--- src/rtl/core/gfd_pkg.sv ---
// Package for the gaze fixation detector: constants, types and state codes.
// No dependencies.
package gfd_pkg;

  localparam int MAX_POINTS_DEFAULT = 65535;
  localparam int TIME_BITS_DEFAULT  = 48;
  localparam int CFG_BITS           = 32;
  localparam int CFG_INDEX_BITS     = 2;

  localparam logic [CFG_INDEX_BITS-1:0] REG_FIX_LIMIT = 2'd0;
  localparam logic [CFG_INDEX_BITS-1:0] REG_SAC_LIMIT = 2'd1;
  localparam logic [CFG_INDEX_BITS-1:0] REG_BREAK     = 2'd2;
  localparam logic [CFG_INDEX_BITS-1:0] REG_MIN_TIME  = 2'd3;

  typedef enum logic [3:0] {
    ST_IDLE,
    ST_DIFF,
    ST_SQX,
    ST_SQY,
    ST_E6,
    ST_FIXB,
    ST_FSQ,
    ST_SACB,
    ST_SSQ,
    ST_BRK,
    ST_DECIDE,
    ST_DIVX,
    ST_DIVY,
    ST_EMIT,
    ST_UPDATE
  } state_t;

  // Operand request to the shared bit-serial multiplier.
  typedef struct packed {
    logic        start;
    logic [63:0] a;
    logic [63:0] b;
  } mul_req_t;

endpackage

--- src/rtl/core/gfd_serial_mul.sv ---
// Shift-and-add multiplier, one multiplier bit per cycle, 128-bit product.
// Depends on gfd_pkg.
module gfd_serial_mul (
  input  logic              clk,
  input  logic              rst,
  input  gfd_pkg::mul_req_t req,
  output logic              done,
  output logic [127:0]      product
);

  logic [127:0] acc;
  logic [127:0] mcand;
  logic [63:0]  mplier;
  logic         busy;

  always_ff @(posedge clk) begin
    if (rst) begin
      busy <= 1'b0;
      done <= 1'b0;
    end else begin
      done <= 1'b0;
      if (req.start) begin
        busy   <= 1'b1;
        acc    <= '0;
        mcand  <= {64'd0, req.a};
        mplier <= req.b;
      end else if (busy) begin
        if (mplier[0]) begin
          acc <= acc + mcand;
        end
        mcand  <= mcand << 1;
        mplier <= mplier >> 1;
        if (mplier[63:1] == '0) begin
          busy <= 1'b0;
          done <= 1'b1;
        end
      end
    end
  end

  always_comb begin
    product = acc;
  end

endmodule

--- src/rtl/core/gfd_serial_div.sv ---
// Restoring signed divider, one quotient bit per cycle, truncating toward zero.
// No package dependency.
module gfd_serial_div (
  input  logic               clk,
  input  logic               rst,
  input  logic               start,
  input  logic signed [31:0] dividend,
  input  logic        [15:0] divisor,
  output logic               done,
  output logic signed [31:0] quotient
);

  logic [31:0] q;
  logic [31:0] rem;
  logic [15:0] dvs;
  logic [5:0]  cnt;
  logic        neg;
  logic        busy;
  logic [32:0] trial;

  always_comb begin
    trial = {rem[31:0], q[31]} - {17'd0, dvs};
  end

  always_ff @(posedge clk) begin
    if (rst) begin
      busy <= 1'b0;
      done <= 1'b0;
    end else begin
      done <= 1'b0;
      if (start) begin
        busy <= 1'b1;
        neg  <= dividend[31];
        q    <= dividend[31] ? (32'd0 - dividend) : dividend;
        rem  <= '0;
        dvs  <= divisor;
        cnt  <= 6'd0;
      end else if (busy) begin
        if (!trial[32]) begin
          rem <= trial[31:0];
          q   <= {q[30:0], 1'b1};
        end else begin
          rem <= {rem[30:0], q[31]};
          q   <= {q[30:0], 1'b0};
        end
        cnt <= cnt + 6'd1;
        if (cnt == 6'd31) begin
          busy <= 1'b0;
          done <= 1'b1;
        end
      end
    end
  end

  always_comb begin
    quotient = neg ? (32'sd0 - $signed(q)) : $signed(q);
  end

endmodule

--- src/rtl/core/gaze_fixation_detector.sv ---
// Top level of the gaze fixation detector: control sequencer and group state.
// Depends on gfd_pkg, gfd_serial_mul and gfd_serial_div.
//
//   channel | direction | handshake        | payload
//   sample  | in        | sample_valid/stall | sample_time, pupils, gaze x/y
//   result  | out       | result_valid/stall | start, centroid, length, count
//   config  | in        | cfg_write        | cfg_index, cfg_data
//
// An item with a stored previous point keeps the block busy while eight products
// run in turn on the shared shift-and-add multiplier (one multiplier bit per
// cycle each); an emitted group adds two centroid divisions. The first valid
// item goes from DIFF to UPDATE; one with no valid eye is taken and dropped.
// Reset is synchronous and clears all control and group state.
// A finished result waits in the output register; a new item is taken only
// once it has gone.
module gaze_fixation_detector #(
  parameter int MAX_GROUP_POINTS = gfd_pkg::MAX_POINTS_DEFAULT,
  parameter int TIME_BITS        = gfd_pkg::TIME_BITS_DEFAULT
) (
  input  logic                                clk,
  input  logic                                rst,
  input  logic                                cfg_write,
  input  logic [gfd_pkg::CFG_INDEX_BITS-1:0]  cfg_index,
  input  logic [gfd_pkg::CFG_BITS-1:0]        cfg_data,
  input  logic                                sample_valid,
  output logic                                sample_stall,
  input  logic [TIME_BITS-1:0]                sample_time,
  input  logic [15:0]                         left_pupil_size,
  input  logic signed [15:0]                  left_gaze_x,
  input  logic signed [15:0]                  left_gaze_y,
  input  logic [15:0]                         right_pupil_size,
  input  logic signed [15:0]                  right_gaze_x,
  input  logic signed [15:0]                  right_gaze_y,
  output logic                                result_valid,
  input  logic                                result_stall,
  output logic [47:0]                         fixation_start,
  output logic signed [15:0]                  centroid_x,
  output logic signed [15:0]                  centroid_y,
  output logic signed [47:0]                  fixation_length,
  output logic [15:0]                         point_total
);

  localparam logic [15:0] MAXP = 16'(MAX_GROUP_POINTS);

  logic [15:0] fix_limit, sac_limit, brk_dist;
  logic [31:0] min_time;

  gfd_pkg::state_t state, state_next;

  logic               have_prev, grp_open;
  logic signed [15:0] prev_x, prev_y, cur_x, cur_y;
  logic [TIME_BITS-1:0] prev_time, cur_time, diff, grp_start, grp_tsum;
  logic [15:0]        grp_pts;
  logic signed [31:0] sum_x, sum_y;
  logic signed [16:0] dx, dy;
  logic [63:0]        d2, d2e6;
  logic [31:0]        fbound, sbound;
  logic               fbig, sbig;

  logic               neg;
  logic [TIME_BITS-1:0] mag;

  gfd_pkg::mul_req_t mreq;
  logic              mdone;
  logic [127:0]      mprod;
  logic              dstart, ddone;
  logic signed [31:0] dquot, ddend;

  // Snapshot of the group taken at close time.
  logic [TIME_BITS-1:0] cl_start, cl_tsum;
  logic [15:0]        cl_pts;
  logic signed [31:0] cl_sx, cl_sy;
  logic signed [15:0] cx_hold;
  logic               mstarted;

  logic accept;
  logic lv, rv;
  logic signed [16:0] ax, ay;

  logic        fix, sac, brk_hit, close_now, emit_ok;
  logic [63:0] fsq, ssq, brk2;

  function automatic logic close_ok(input logic [15:0] pts,
                                    input logic [TIME_BITS-1:0] tsum,
                                    input logic [31:0] mt);
    logic signed [TIME_BITS:0] dur;
    dur = {tsum[TIME_BITS-1], tsum};
    close_ok = (pts != 16'd0) && (dur >= $signed({{(TIME_BITS-31){1'b0}}, mt}));
  endfunction

  assign accept = sample_valid && !sample_stall;
  assign sample_stall = (state != gfd_pkg::ST_IDLE) || result_valid;
  assign lv = left_pupil_size != 16'd0;
  assign rv = right_pupil_size != 16'd0;
  assign ax = 17'(left_gaze_x) + 17'(right_gaze_x);
  assign ay = 17'(left_gaze_y) + 17'(right_gaze_y);

  assign neg = diff[TIME_BITS-1];
  assign mag = neg ? (TIME_BITS'(0) - diff) : diff;

  gfd_serial_mul u_mul (
    .clk(clk), .rst(rst), .req(mreq), .done(mdone), .product(mprod)
  );

  gfd_serial_div u_div (
    .clk(clk), .rst(rst), .start(dstart), .dividend(ddend),
    .divisor(cl_pts), .done(ddone), .quotient(dquot)
  );

  always_ff @(posedge clk) begin
    if (rst) begin
      fix_limit <= 16'd100;
      sac_limit <= 16'd300;
      brk_dist  <= 16'd800;
      min_time  <= 32'd100000;
    end else if (cfg_write) begin
      case (cfg_index)
        gfd_pkg::REG_FIX_LIMIT: fix_limit <= cfg_data[15:0];
        gfd_pkg::REG_SAC_LIMIT: sac_limit <= cfg_data[15:0];
        gfd_pkg::REG_BREAK:     brk_dist  <= cfg_data[15:0];
        gfd_pkg::REG_MIN_TIME:  min_time  <= cfg_data;
        default: ;
      endcase
    end
  end

  always_ff @(posedge clk) begin
    if (rst) begin
      state <= gfd_pkg::ST_IDLE;
    end else begin
      state <= state_next;
    end
  end

  // limit*mag fits 32 bits when not big, so its square fits 64 bits.
  always_comb begin
    fix       = neg || ((fix_limit != 16'd0) && !fbig && (d2e6 < fsq));
    sac       = !neg && (sac_limit == 16'd0 || !sbig) &&
                (d2e6 > ((sac_limit == 16'd0) ? 64'd0 : ssq));
    brk_hit   = d2 > brk2;
    close_now = grp_open && (fix ? brk_hit : sac);
    emit_ok   = close_now && close_ok(grp_pts, grp_tsum, min_time);
  end

  // Each multiply step starts the unit once, then waits for done.
  always_comb begin
    state_next = state;
    mreq       = '0;
    dstart     = 1'b0;
    ddend      = cl_sx;
    case (state)
      gfd_pkg::ST_IDLE: begin
        if (accept && (lv || rv)) begin
          state_next = gfd_pkg::ST_DIFF;
        end
      end
      gfd_pkg::ST_DIFF: begin
        state_next = have_prev ? gfd_pkg::ST_SQX : gfd_pkg::ST_UPDATE;
      end
      gfd_pkg::ST_SQX: begin
        mreq.start = !mstarted;
        mreq.a = 64'(dx[16] ? -dx : dx);
        mreq.b = 64'(dx[16] ? -dx : dx);
        if (mdone) state_next = gfd_pkg::ST_SQY;
      end
      gfd_pkg::ST_SQY: begin
        mreq.start = !mstarted;
        mreq.a = 64'(dy[16] ? -dy : dy);
        mreq.b = 64'(dy[16] ? -dy : dy);
        if (mdone) state_next = gfd_pkg::ST_E6;
      end
      gfd_pkg::ST_E6: begin
        mreq.start = !mstarted;
        mreq.a = d2;
        mreq.b = 64'd1000000;
        if (mdone) state_next = gfd_pkg::ST_FIXB;
      end
      gfd_pkg::ST_FIXB: begin
        mreq.start = !mstarted;
        mreq.a = 64'(mag);
        mreq.b = 64'(fix_limit);
        if (mdone) state_next = gfd_pkg::ST_FSQ;
      end
      gfd_pkg::ST_FSQ: begin
        mreq.start = !mstarted;
        mreq.a = 64'(fbound);
        mreq.b = 64'(fbound);
        if (mdone) state_next = gfd_pkg::ST_SACB;
      end
      gfd_pkg::ST_SACB: begin
        mreq.start = !mstarted;
        mreq.a = 64'(mag);
        mreq.b = 64'(sac_limit);
        if (mdone) state_next = gfd_pkg::ST_SSQ;
      end
      gfd_pkg::ST_SSQ: begin
        mreq.start = !mstarted;
        mreq.a = 64'(sbound);
        mreq.b = 64'(sbound);
        if (mdone) state_next = gfd_pkg::ST_BRK;
      end
      gfd_pkg::ST_BRK: begin
        mreq.start = !mstarted;
        mreq.a = 64'(brk_dist);
        mreq.b = 64'(brk_dist);
        if (mdone) state_next = gfd_pkg::ST_DECIDE;
      end
      gfd_pkg::ST_DECIDE: begin
        state_next = emit_ok ? gfd_pkg::ST_DIVX : gfd_pkg::ST_UPDATE;
      end
      gfd_pkg::ST_DIVX: begin
        dstart = !mstarted;
        ddend  = cl_sx;
        if (ddone) state_next = gfd_pkg::ST_DIVY;
      end
      gfd_pkg::ST_DIVY: begin
        dstart = !mstarted;
        ddend  = cl_sy;
        if (ddone) state_next = gfd_pkg::ST_EMIT;
      end
      gfd_pkg::ST_EMIT: begin
        state_next = gfd_pkg::ST_UPDATE;
      end
      gfd_pkg::ST_UPDATE: begin
        state_next = gfd_pkg::ST_IDLE;
      end
      default: state_next = gfd_pkg::ST_IDLE;
    endcase
  end

  always_ff @(posedge clk) begin
    if (rst) begin
      mstarted  <= 1'b0;
      have_prev <= 1'b0;
      grp_open  <= 1'b0;
      prev_x    <= '0;
      prev_y    <= '0;
      prev_time <= '0;
      grp_pts   <= '0;
      sum_x     <= '0;
      sum_y     <= '0;
      grp_tsum  <= '0;
      grp_start <= '0;
      result_valid <= 1'b0;
    end else begin
      if (result_valid && !result_stall) result_valid <= 1'b0;
      mstarted <= (state_next == state) && (state != gfd_pkg::ST_IDLE);
      case (state)
        gfd_pkg::ST_IDLE: begin
          if (accept) begin
            cur_time <= sample_time;
            if (lv && rv) begin
              cur_x <= ax[16:1];
              cur_y <= ay[16:1];
            end else if (lv) begin
              cur_x <= left_gaze_x;
              cur_y <= left_gaze_y;
            end else begin
              cur_x <= right_gaze_x;
              cur_y <= right_gaze_y;
            end
          end
        end
        gfd_pkg::ST_DIFF: begin
          dx   <= 17'(cur_x) - 17'(prev_x);
          dy   <= 17'(cur_y) - 17'(prev_y);
          diff <= cur_time - prev_time;
        end
        gfd_pkg::ST_SQX: if (mdone) d2 <= mprod[63:0];
        gfd_pkg::ST_SQY: if (mdone) d2 <= d2 + mprod[63:0];
        gfd_pkg::ST_E6:  if (mdone) d2e6 <= mprod[63:0];
        gfd_pkg::ST_FIXB: if (mdone) begin
          fbound <= mprod[31:0];
          fbig   <= (mprod[127:32] != '0);
        end
        gfd_pkg::ST_FSQ: if (mdone) fsq <= mprod[63:0];
        gfd_pkg::ST_SACB: if (mdone) begin
          sbound <= mprod[31:0];
          sbig   <= (mprod[127:32] != '0);
        end
        gfd_pkg::ST_SSQ: if (mdone) ssq <= mprod[63:0];
        gfd_pkg::ST_BRK: if (mdone) brk2 <= mprod[63:0];
        gfd_pkg::ST_DECIDE: begin
          if (close_now) begin
            cl_start <= grp_start; cl_tsum <= grp_tsum; cl_pts <= grp_pts;
            cl_sx <= sum_x; cl_sy <= sum_y;
          end
          if (fix) begin
            if (!grp_open || brk_hit) begin
              grp_start <= cur_time;
              grp_open  <= 1'b1;
            end
            if (grp_open && !brk_hit && grp_pts != 16'd0) begin
              grp_tsum <= grp_tsum + diff;
            end else begin
              grp_tsum <= '0;
            end
            if (!grp_open || brk_hit) begin
              grp_pts <= 16'd1;
              sum_x   <= 32'(cur_x);
              sum_y   <= 32'(cur_y);
            end else if (grp_pts < MAXP) begin
              grp_pts <= grp_pts + 16'd1;
              sum_x   <= sum_x + 32'(cur_x);
              sum_y   <= sum_y + 32'(cur_y);
            end
          end else if (sac) begin
            grp_open <= 1'b0;
          end
        end
        gfd_pkg::ST_DIVX: if (ddone) cx_hold <= dquot[15:0];
        gfd_pkg::ST_DIVY: if (ddone) begin
          centroid_x <= cx_hold;
          centroid_y <= dquot[15:0];
        end
        gfd_pkg::ST_EMIT: begin
          fixation_start  <= 48'(cl_start);
          fixation_length <= 48'(signed'(cl_tsum));
          point_total     <= cl_pts;
          result_valid    <= 1'b1;
        end
        gfd_pkg::ST_UPDATE: begin
          have_prev <= 1'b1;
          prev_x    <= cur_x;
          prev_y    <= cur_y;
          prev_time <= cur_time;
        end
        default: ;
      endcase
    end
  end

  assert property (@(posedge clk) disable iff (rst)
    result_valid && result_stall |=> result_valid)
    else $error("result dropped while stalled");
  assert property (@(posedge clk) disable iff (rst)
    accept |-> state == gfd_pkg::ST_IDLE && !result_valid)
    else $error("item taken while busy");
  assert property (@(posedge clk) disable iff (rst)
    state == gfd_pkg::ST_EMIT |-> cl_pts != 16'd0)
    else $error("empty group emitted");
  assert property (@(posedge clk) disable iff (rst)
    grp_open |-> grp_pts != 16'd0 || state != gfd_pkg::ST_IDLE)
    else $error("open group without points");

endmodule
--- config.mk ---
export PLATFORM = sky130hd
export DESIGN_NAME = gaze_fixation_detector
export DESIGN_NICKNAME = d
export VERILOG_FILES = /design/src/rtl/core/gfd_pkg.sv /design/src/rtl/core/gfd_serial_mul.sv /design/src/rtl/core/gfd_serial_div.sv /design/src/rtl/core/gaze_fixation_detector.sv
export SDC_FILE = /design/constraint.sdc
export NUM_CORES = 2
export LEC_CHECK = 0
export ABC_AREA = 1
export BUFFER_PORTS_ARGS = -buffer_cell sky130_fd_sc_hd__buf_2
export CORE_MARGIN = 3
export CORE_UTILIZATION = 30
export CTS_CLUSTER_DIAMETER = 100
export DETAILED_ROUTE_END_ITERATION = 12
export GPL_TIMING_DRIVEN = 0
export PLACE_DENSITY = 0.56
export SLEW_MARGIN = 20
export SYNTH_ARGS = -nofsm -noshare
export SYNTH_HDL_FRONTEND = slang
export SYNTH_SLANG_ARGS = --single-unit
--- constraint.sdc ---
create_clock -name clk -period 14.7 [get_ports clk]
set_input_delay 1.47 -clock clk [delete_from_list [all_inputs] [get_ports clk]]
set_output_delay 1.47 -clock clk [all_outputs]
set_load 0.02 [all_outputs]
==> summary by stage <==
Status
The run finished with clean final reports.

Critical path
The worst register-to-register path ends at cl_sy[30]. The buffers plus inverters on the worst setup path is 7. The slowest stage of the critical path belongs to the cell sky130_fd_sc_hd__nor3_4. The worst register-to-register path begins at sac_limit[0]. Setup slack on the worst reg-to-reg path comes out at 8.84 ns. The arrival time at the worst endpoint is 6.37 ns.

STA classifies the critical path startpoint as a register. The number of cells traversed by the worst register-to-register path is 21. The endpoint class of the critical path is a register. The library cell appearing most often on the critical path is sky130_fd_sc_hd__nand2_1. The required time of the worst setup path is 15.20 ns. Walking the worst path, the cells encountered are inv_1 > nand4_1 > nor2_1 > and2_1 > inv_2 > clkbuf_1 > nand2_1 > ha_1 > nand2_1 > nor4_1 > nand2_1 > inv_1 > a21oi_1 > nand2_1 > nand2_1 > nand3_1 > nand3_1 > nor3_4 > buf_6 > buf_6 > buf_8. In this design, the largest share of critical-path delay is due to simple AND/OR/NAND/NOR gates. The maximum fanout count along the critical path is 17. The kind of critical path is register to register.

On the worst path, the slowest cell contributes a delay of around 0.7 ns.

Clock network
The depth of the CTS H-tree is 4. The largest buffer count on any clock path is 4. The clock latency reported for the late side of the worst-skew pair is 0.88 ns.

Buffers inserted during clock tree synthesis total 186. The number of buffers inserted by hold repair at cts is 0. The number of setup buffers added after CTS is 0.

The number of gates resized after CTS was 0. Clock-pin slew was measured on the worst setup and hold paths at about 0.060 ns. The CTS tree is yes.

The sink count of the clock tree is 1639. Clock tree synthesis selected as its root buffer the cell sky130_fd_sc_hd__clkbuf_16.

Synth
Yosys mapped a number of flops with a built-in enable equal to 1291. The synthesis warning total is 0. In the post-synthesis netlist, the biggest area contributors are sky130_fd_sc_hd__edfxtp_1, sky130_fd_sc_hd__ha_1, sky130_fd_sc_hd__dfxtp_1, sky130_fd_sc_hd__nand2_1, sky130_fd_sc_hd__a21oi_1.

The post-synthesis instance area is 94200 um2. In the synthesized netlist the async set-or-reset flop fraction comes to 0%. The average size of a mapped cell is 8.67 um2. The largest area contributor in the netlist is sky130_fd_sc_hd__edfxtp_1. Of the synthesized area, sequential elements account for 48.5%. The synthesized netlist contains 81 unique library cells. The fraction of post-synthesis cell area in the top cell type by area is 41.1%. The total of flip-flops plus latches after synthesis is 1639.

The predominant post-synthesis flop cell is sky130_fd_sc_hd__edfxtp_1. When the netlist entered floorplanning its net count stood at 11720. The number of instances in the synthesized netlist is 10871.

Drt
The count of nets left with antenna violations once routing finished came out at 0. For this block, the via count after detailed routing is between 80000 and 90000. After detailed routing, the total wire length is between 300 and 400 mm. For this run, design rule violations remaining after detail routing come to 0.

Before antenna repair, the detailed router went through 7 iterations. After the first detailed-routing iteration, the DRC count stood at approximately 7500. The average wire per cell in the routed design is approximately 21 um.

Using the TritonRoute via totals, the vias-per-cell ratio works out to 5.08.

Timing
The number of hold violations in the final report was 0. Derived from the worst setup path, the maximum achievable clock frequency is 171 MHz. The final critical-path share of the clock period is between 30% and 40%.

The worst-margin pin slew is 1.29 ns. Adding up every negative setup slack in the final design gives 0 ns. The max-slew violation count is 0. The final setup violation count is 0. The worst pin sits at a relative slew slack of 13.2%. Subtracting the final worst setup slack from the clock period gives between 5 and 6 ns. After layout, the worst setup slack is 8.84 ns. Setup repair after global routing left no endpoint under its margin. The clock skew after layout is 0.101 ns.

GRT
For this run, the total global-route usage over all layers was measured as 19.7%. The largest net degree at the start of global routing is 55. The first global-routing pass estimated 486 mm of wire.

The via count of the first global-routing pass is 76207. The number of antenna violations at the first check in global routing is 23. The final global-route overflow total is 0.

Layout
The fraction of final layout cells with drive strength greater than 1 is 7.03%. Compared with the post-synthesis result, the final layout area differs by 15.1%. In the layout the commonest cells are sky130_fd_sc_hd__nand2_1, sky130_fd_sc_hd__inv_1, sky130_fd_sc_hd__nor2_1. Excluding fillers, the count of instances in the completed layout stands at around 16000. Measured on the finished design, the core utilization comes to 34.7%.

The filler cell count in the final layout is 32321. The number of nets at the end of the flow is 12305. The most common cell after layout, fill and taps aside is sky130_fd_sc_hd__nand2_1.

Floorplan
The standard-cell row count is 205. The floorplan step defined a die boundary enclosing 321000 um2. The floorplan step set the die width to 566 um. The area inside the core boundary is 312000 um2. For this configuration, the core starts out at a cell density of 30.2%. The floorplan step set the die height to 566 um.

For this design the top-level I/O count stands at between 300 and 400.

Min path
The endpoint with the worst hold slack is fixation_start[17]. The startpoint of the most critical hold path is cl_start[17]. The number of instances on the worst hold path is 0. The class of the most critical hold timing path is register to register.

Flow run
The number of violations of the max-capacitance limit is 0.

Place
The placer's final routability congestion estimate is 0.984. The number of cells after detailed placement is 15407. Port buffering added 328 buffers.

The HPWL reported at the end of detailed placement is roughly 260 mm. The worst setup slack after placement is 8.90 ns.

Pwr
Power comes to 21.1 mW. The peak supply drop is 0.158 mV. For this design the ratio of total power to cell area is around 190 nW/um2. In this run the static leakage power is 42.5 nW.
metrics by stage:
step	hold slack (ns)	instance area [um2]
after global placement	0.401	101000
after floorplan	0.400	94200
after CTS	0.404	108000
after detailed placement	0.405	102000
after global routing	0.410	108000
final	0.406	108000
synthesized netlist by cell type, drive strengths merged (48+ instances only):
master and instances:
o21bai 48, nor2 1322, edfxtp 1291, nand4 96, xnor2 112, buf 63, nor4 94, nor3 130
o21ai 984, dfxtp 348, clkbuf 186, nand2 1799, inv 1378, a31oi 136, o21a 74, ha 655
xor2 166, a21oi 1225, nand3 333
where the power goes:
group	switching [mW]	total (mW)	internal, mW
combinational	6.32	9.01	2.68
clock	1.97	4.77	2.80
sequential	0.882	7.27	6.39
total	9.17	21.1	11.9
metal layers:
metal | wire length [um] | track usage, %
met1 | 144000 | 26.4
met2 | 150000 | 32.3
met3 | 21700 | 2.95
met4 | 12700 | 6.77
met5 | 79 | 0
worst max path at each step:
stage             startpoint                  end  slack [ns]  depth (start not counted)
2_1_floorplan   sac_limit[4]            cl_pts[0]        5.07                         22
3_3_place_gp    sac_limit[0]            cl_sy[24]       -1.38                         20
3_5_place_dp             rst  fixation_length[15]        8.90                          9
4_1_cts        sac_limit[13]            cl_sx[29]        8.81                         21
5_1_grt         sac_limit[0]            cl_sx[29]        8.47                         23
6_report        sac_limit[0]            cl_sy[30]        8.84                         21
sequential cells by signal, indices dropped and copies added (netlist names), 48 cells and up:
register         cells
cl_tsum             48
d2                  64
fixation_length     48
cur_time            48
diff                48
u_mul.product      128
cl_start            48
prev_time           48
fixation_start      48
u_mul.mplier        64
brk2                64
grp_start           48
ssq                 64
d2e6                64
fsq                 64
u_mul.mcand        128
grp_tsum            48
worst reg2reg max path, cell delays in order (launching register included):
cell,delay (ns)
sky130_fd_sc_hd__dfxtp_1,0.37
sky130_fd_sc_hd__inv_1,0.07
sky130_fd_sc_hd__nand4_1,0.09
sky130_fd_sc_hd__nor2_1,0.04
sky130_fd_sc_hd__and2_1,0.31
sky130_fd_sc_hd__inv_2,0.34
sky130_fd_sc_hd__clkbuf_1,0.44
sky130_fd_sc_hd__nand2_1,0.11
sky130_fd_sc_hd__ha_1,0.32
sky130_fd_sc_hd__nand2_1,0.09
sky130_fd_sc_hd__nor4_1,0.39
sky130_fd_sc_hd__nand2_1,0.34
sky130_fd_sc_hd__inv_1,0.13
sky130_fd_sc_hd__a21oi_1,0.24
sky130_fd_sc_hd__nand2_1,0.15
sky130_fd_sc_hd__nand2_1,0.21
sky130_fd_sc_hd__nand3_1,0.24
sky130_fd_sc_hd__nand3_1,0.18
sky130_fd_sc_hd__nor3_4,0.72
sky130_fd_sc_hd__buf_6,0.31
sky130_fd_sc_hd__buf_6,0.22
sky130_fd_sc_hd__buf_8,0.20
layout make-up:
class	count	area, um2	area share [%]
multi-input combinational	7598	42400	39.1
inverter	1385	5200	4.79
clock buffer	237	5090	4.69
tap	4140	5180	4.78
sequential	1639	45700	42.2
buffer	249	1040	0.955
antenna	4	10.0	0.00923
timing repair buffer	397	2750	2.53
clock inverter	94	1070	0.983
cell families (layout without fill, tap and decap cells):
group           after synthesis  after routing  share of synthesized area (%)
compound gates             2789           2789                           16.4
xor+xnor                    278            278                           2.58
fa+ha+maj                   666            666                           8.93
buf+inv                    1634           2362                           6.61
flops                      1639           1639                           48.5
mux                          11             11                          0.147
other cells                   1              5                        0.00398
simple gates               3853           3853                           16.8
No activity file was read; power rests on OpenSTA's default activity.
